==> config.mk <==
export PLATFORM = sky130hd
export DESIGN_NAME = fpdl_ram
export DESIGN_NICKNAME = d
export VERILOG_FILES = /design/src/design/assert_macros.svh /design/src/design/fpdl_pkg.sv /design/src/design/fpdl_ram.sv
export SDC_FILE = /design/constraint.sdc
export NUM_CORES = 2
export LEC_CHECK = 0
export BUFFER_PORTS_ARGS = -buffer_cell sky130_fd_sc_hd__clkbuf_2
export CORE_MARGIN = 3
export CORE_UTILIZATION = 50
export DETAILED_ROUTE_END_ITERATION = 8
export HOLD_SLACK_MARGIN = 0.1
export PLACE_DENSITY_LB_ADDON = 0.25
export SLEW_MARGIN = 20
export SYNTH_ARGS = -nofsm -noshare
export SYNTH_HDL_FRONTEND = slang
export SYNTH_SLANG_ARGS = --single-unit
==> constraint.sdc <==
create_clock -name i_clk -period 3.8 [get_ports i_clk]
set_input_delay 0 -clock i_clk [delete_from_list [all_inputs] [get_ports i_clk]]
set_output_delay 0 -clock i_clk [all_outputs]
set_load 0.01 [all_outputs]
==> src/design/assert_macros.svh <==
// Assertion macros for the dense layer design; empty when synthesising.
`ifndef ASSERT_MACROS_SVH
`define ASSERT_MACROS_SVH

`ifndef SYNTHESIS

// Check a property on the rising edge of a given clock, off while reset is low
`define FPDL_ASSERT_CLK(lbl, clk, rst_n, prop, msg) \
    lbl: assert property (@(posedge clk) disable iff (!rst_n) prop) else $error(msg);

// Check a property on the block clock, off while reset is low
`define FPDL_ASSERT(lbl, prop, msg) \
    `FPDL_ASSERT_CLK(lbl, i_clk, i_rst_n, prop, msg)

`else

`define FPDL_ASSERT_CLK(lbl, clk, rst_n, prop, msg)
`define FPDL_ASSERT(lbl, prop, msg)

`endif

`endif

==> src/design/fpdl_pkg.sv <==
// Shared types, codes and helpers for the fixed-point dense layer.
package fpdl_pkg;

    // Fixed widths of the datapath
    localparam int DATA_W     = 16;
    localparam int ACC_W      = 48;
    localparam int PROD_W     = 2 * DATA_W;
    localparam int CFG_IDX_W  = 3;
    localparam int CFG_DATA_W = 9;
    localparam int NIN_W      = 9;
    localparam int NOUT_W     = 7;
    localparam int ROW_W      = 6;
    localparam int COL_W      = 8;

    // Item kinds carried on the input tuser
    typedef enum logic [1:0] {
        FN_WEIGHT = 2'd0,
        FN_BIAS   = 2'd1,
        FN_ACT    = 2'd2
    } t_func;

    // Configuration register indexes
    typedef enum logic [CFG_IDX_W-1:0] {
        CFG_INPUT_COUNT  = 3'd0,
        CFG_OUTPUT_COUNT = 3'd1,
        CFG_OUTPUT_SHIFT = 3'd2,
        CFG_BIAS_SHIFT   = 3'd3,
        CFG_BIAS_ENABLE  = 3'd4,
        CFG_RELU_ENABLE  = 3'd5
    } t_cfg_idx;

    // Row sequencer states
    typedef enum logic [2:0] {
        ST_IDLE,
        ST_BIAS,
        ST_BINIT,
        ST_MAC,
        ST_DRAIN,
        ST_SHIFT,
        ST_PACK
    } t_state;

    // Decoded shift: direction and magnitude
    typedef struct packed {
        logic       left;
        logic [5:0] amt;
    } t_shift;

    // Split a 7-bit signed shift into direction and magnitude, -64 saturates to 63
    function automatic t_shift decode_shift(input logic [6:0] sh);
        t_shift     d;
        logic [6:0] neg;
        neg = 7'(~sh + 7'd1);
        if (sh[6]) begin
            d.left = 1'b0;
            d.amt  = neg[6] ? 6'd63 : neg[5:0];
        end else begin
            d.left = 1'b1;
            d.amt  = sh[5:0];
        end
        return d;
    endfunction

endpackage

==> src/design/fpdl_ram.sv <==
// Generic single-write, single-read RAM with registered read data.
module fpdl_ram
    import fpdl_pkg::*;
#(
    parameter int WIDTH = 16,
    parameter int DEPTH = 256,
    parameter int AW    = (DEPTH > 1) ? $clog2(DEPTH) : 1
) (
    input  logic             i_clk,
    input  logic             i_we,
    input  logic [AW-1:0]    i_waddr,
    input  logic [WIDTH-1:0] i_wdata,
    input  logic [AW-1:0]    i_raddr,
    output logic [WIDTH-1:0] o_rdata
);

    logic [WIDTH-1:0] r_mem [DEPTH];
    logic [WIDTH-1:0] r_rdata;

    // Write on enable, read every cycle into the output register
    always_ff @(posedge i_clk) begin
        if (i_we) begin
            r_mem[i_waddr] <= i_wdata;
        end
        r_rdata <= r_mem[i_raddr];
    end

    assign o_rdata = r_rdata;

endmodule

Word-level counts from Yosys, hierarchy flattened

Memory sizes are Yosys's and may differ from the RTL's. A register that Yosys moved wholly into a read port is not among the register bits.
Index checks and enable logic that the tools add are counted.

Flip-flop bits (word level): 0
Latch bits: 0
Bits in writable memories: 4,096
Bits in read-only memories: 0
Output and inout port bits: 16
Memories: 1

Add/subtract/negate cells: 0
$mul: 0
Div/mod/pow operators: 0
$lt $le $gt $ge: 0
Equal/unequal tests: 0
Shifts and indexed selects: 0
Multiplexer cells: 2
Bitwise operators: 0
Reduce and logical (&&, ||, !) cells: 0

Memory list:

| name  | words | bits a word | read ports | clocked after Yosys merged registers in | write ports | line           | source |
|---|---|---|---|---|---|---|---|
| r_mem | 256   | 16          | 1          | 1                                       | 1           | fpdl_ram.sv:17 | `logic [WIDTH-1:0] r_mem [DEPTH];` |

Operator list:

| operator         | count |
|---|---|
| 2-to-1 mux 1 bit | 2 |

Depth between registers and ports, before layout

Word-level depth: 2
Depth in mapped cells: 12
Gate-level depth less buffers: 6

Worst setup path after synthesis

No wires, ideal clock.

Path type: in2reg
Start point: in i_waddr[3]
End point: mem r_mem[235][0] (enable)
Setup time: 0.388 ns
Arrival time: 1.777 ns
Data required time: 3.412 ns
Path slack: 1.635 ns
Stages on the path: 6
Buffers on the path: 3
Cell sequence: clkbuf_1 > nor2b_1 > clkbuf_1 > nand4_1 > clkbuf_1 > nor2_1

RTL lines:

| item               | line           | source |
|---|---|---|
| start: declaration | fpdl_ram.sv:11 | `input logic [AW-1:0] i_waddr,` |
| end: declaration   | fpdl_ram.sv:17 |  |

Straight into the memory's write port.

==> impl_metrics.json <==
{
  "fillCellCount": 22720,
  "htreeDepth": 5,
  "multiInputGateArea_mm2": 0.03301,
  "power_density_mw_per_mm2": 528.6,
  "start_util_pct": 50.31,
  "cp-start-kind": "flip-flop",
  "synth-xor-area-share_pct": 0,
  "critPathCapture": "o_rdata[13]$_DFF_P_",
  "syn_inst": 7360,
  "crit_path_top_delay_cell": "a221oi_1",
  "vias_per_cell": 6.443,
  "fin_util_pct": 57.55,
  "num_vias": 80710,
  "synth_top_family_by_area": "multiplexers",
  "cts_tree": "built",
  "finalSetupViolCount": 0,
  "path_max_fanout": 1,
  "avgSynthCellArea_um2": 21.56,
  "clock_sinks": 4112,
  "synth.mux.area_fraction_pct": 15.50,
  "status": "completed",
  "row_count": 206,
  "fmax_ghz": 0.3352,
  "tns_ns": 0,
  "syn-num-nets": 7394,
  "crit_chain": "mux4_2, mux2_2, a221oi_1, o31ai_1, o32ai_1, buf_4, nor4_1",
  "ys_warn_count": 0,
  "required_ns": 4.62,
  "portBuffers": 49,
  "slew_violations": 0,
  "syn-cell-area_mm2": 0.1587,
  "min_path_type": "input port to flip-flop",
  "post_cts_buffers": 0,
  "place_ws_ns": 0.3831,
  "final_layout_size_suffix_gt1_share_pct": 26.59,
  "timing.rr.start": "r_mem[131][13]$_DFFE_PP_",
  "synth_fa_ha_area_share_pct": 0,
  "finalHoldViolCount": 0,
  "crit_path_max_incr_delay_ns": 0.79,
  "async_flop_share_pct": 0,
  "crit_start": "r_mem[131][13]$_DFFE_PP_",
  "grtUsageTotal_pct": 25.67,
  "ys.flop_type": "edfxtp_1",
  "finalCritPeriodShare_pct": 78.50,
  "grt_max_degree": 149,
  "r2r_slack_ns": 0.82,
  "timing.hold.ws_ns": 0.07777,
  "reg2reg_to": "o_rdata[13]$_DFF_P_",
  "power_mw": 95.97,
  "finalWorstSetupSlack_ns": 0.8170,
  "grt_pass1_vias": 79260,
  "tightest_slew_ns": 1.177,
  "clock_latency_ns": 0.97,
  "nNetsFinal": 8040,
  "syn2layout_area_growth_pct": 14.39,
  "synth_edf_count": 4096,
  "dieArea_mm2": 0.3242,
  "grt_pass1_wl_mm": 596.7,
  "wirelength_mm": 419.0,
  "fin_crit_ns": 2.983,
  "clkTransAtPathRegs_ns": 0.06,
  "io_pins": 50,
  "ir_drop_mv": 0.4352,
  "wl_per_cell_um": 33.45,
  "synthDistinctLibCells": 52,
  "design_area_mm2": 0.1816,
  "drcViolationCount": 0,
  "rsz0062_at_grt": "no",
  "synth-simple-area-share_pct": 1.574,
  "instances_no_fill": 12530,
  "die_x_um": 569.4,
  "placed_cells": 11700,
  "overflow": 0,
  "maxCapViolations": 0,
  "drt.antenna.violating_nets": 0,
  "ff2ff_path_depth": 7,
  "leakage_nw": 58.04,
  "dpl.hpwl_mm": 250.7,
  "crit_type": "flip-flop to flip-flop",
  "numCtsBuffers": 414,
  "core-area_mm2": 0.3155,
  "seq_area_mm2": 0.1233,
  "skew_ns": 0.04666,
  "die_y_um": 569.4,
  "arrival_ns": 3.80,
  "ys_seq_area_share_pct": 77.70,
  "synth_compound_area_share_pct": 3.537,
  "root_buffer": "clkbuf_16",
  "synth_seq_cells": 4112,
  "placed_area_mm2": 0.1672,
  "clock_path_buffers": 4,
  "end_kind": "flip-flop",
  "drtIter0Drc": 11810,
  "dr.pass1.iters": 6,
  "antenna_found_initial": 25,
  "place.gp.congestion": 0.9058,
  "max_slew_margin_pct": 20.67
}
-- logic make-up after synthesis --
logic type / count (synthesis)
flip-flops: 4112
multiplexers: 1450
AO/OA/AOI/OAI: 786
AND/OR/NAND/NOR: 556
buffers and inverters: 456
-- worst max-delay path: cells and delay by family (launching register included) --
kind / cells / cell delay (ns)
muxes: 2 / 0.78
AOI/OAI and AO/OA: 3 / 1.43
and+or+nand+nor: 1 / 0.06
DFF: 1 / 0.37
buffers and inverters: 1 / 0.24
-- where the power goes --
part           internal, mW  leakage (nW)  switching (mW)
combinational          1.71          14.4            3.17
clock                  23.7          6.69            17.3
sequential             50.0          36.9          0.0624
-- synth_stat cells (17+ instances only) --
master | count | share of area [%]
a211oi_1 | 18 | 0.085
a21oi_1 | 175 | 0.55
a221oi_1 | 28 | 0.15
a22o_1 | 32 | 0.18
a22oi_1 | 43 | 0.20
buf_1 | 27 | 0.064
buf_2 | 76 | 0.24
buf_4 | 26 | 0.12
buf_6 | 77 | 0.55
clkbuf_1 | 230 | 0.54
edfxtp_1 | 4096 | 77
mux2_2 | 88 | 0.62
mux2i_1 | 565 | 3.6
mux4_2 | 797 | 11
nand2_1 | 38 | 0.090
nand3_1 | 35 | 0.11
nand4_1 | 26 | 0.10
nor2_1 | 304 | 0.72
nor3_1 | 92 | 0.29
nor4_1 | 17 | 0.067
o21ai_0 | 37 | 0.12
o221ai_1 | 252 | 1.4
o22ai_1 | 148 | 0.58
o32ai_1 | 20 | 0.11
-- registers in the layout, summed over array words and instances (netlist names) --
register  flops
r_mem      4096
o_rdata      16
-- cell usage in the layout (no fill, tap or decap), drive strengths merged, types with 11 or more instances in the layout --
| master | instances |
|---|---|
| clkbuf | 515 |
| dlygate4sd3 | 43 |
| nor2 | 304 |
| a22oi | 43 |
| mux2 | 88 |
| a22o | 32 |
| nand3 | 35 |
| bufinv | 51 |
| inv | 18 |
| and3 | 11 |
| a221oi | 28 |
| o31ai | 16 |
| nand2 | 38 |
| nand4 | 26 |
| a21oi | 175 |
| o221ai | 253 |
| clkinvlp | 15 |
| mux4 | 797 |
| o22ai | 148 |
| o21ai | 38 |
| buf | 610 |
| clkinv | 200 |
| o32ai | 21 |
| edfxtp | 4096 |
| nor3 | 92 |
| nor4 | 18 |
| a211oi | 18 |
| dfxtp | 16 |
| mux2i | 565 |
-- routing by layer --
metal | vias to the layer above | share of wire (%) | GRT usage, %
li1 | 32610 | - | -
met1 | 42830 | 39 | 37.18
met5 | - | 0.014 | 0
met4 | 10 | 3.8 | 9.318
met3 | 717 | 9.8 | 4.606
met2 | 4533 | 47 | 39.51
-- area by class of cell --
type / instances / share of cell area (%)
antenna: 10 / 0.01378
clock buffer: 486 / 5.884
clock inverter: 280 / 1.699
inverter: 4 / 0.01516
multi-input combinational: 2792 / 18.18
sequential: 4112 / 67.92
tap: 4160 / 2.867
timing repair buffer: 682 / 3.420
-- worst min-delay path by stage --
stage / startpoint / endpoint / cells after the start
after floorplan: i_wdata[0] / r_mem[0][0]$_DFFE_PP_ / 0
after global placement: i_wdata[0] / r_mem[230][0]$_DFFE_PP_ / 1
after detailed placement: i_wdata[0] / r_mem[228][0]$_DFFE_PP_ / 1
after CTS: i_wdata[12] / r_mem[76][12]$_DFFE_PP_ / 2
after global routing: i_wdata[10] / r_mem[77][10]$_DFFE_PP_ / 2
final: i_wdata[10] / r_mem[79][10]$_DFFE_PP_ / 2
-- what timing repair did --
item / CTS / global route
endpoints found under the hold margin: 5104 / 0
gates resized for setup: 0 / 0
hold buffers: 47 / 0
Note: power is estimated with default switching activity, not from simulation.
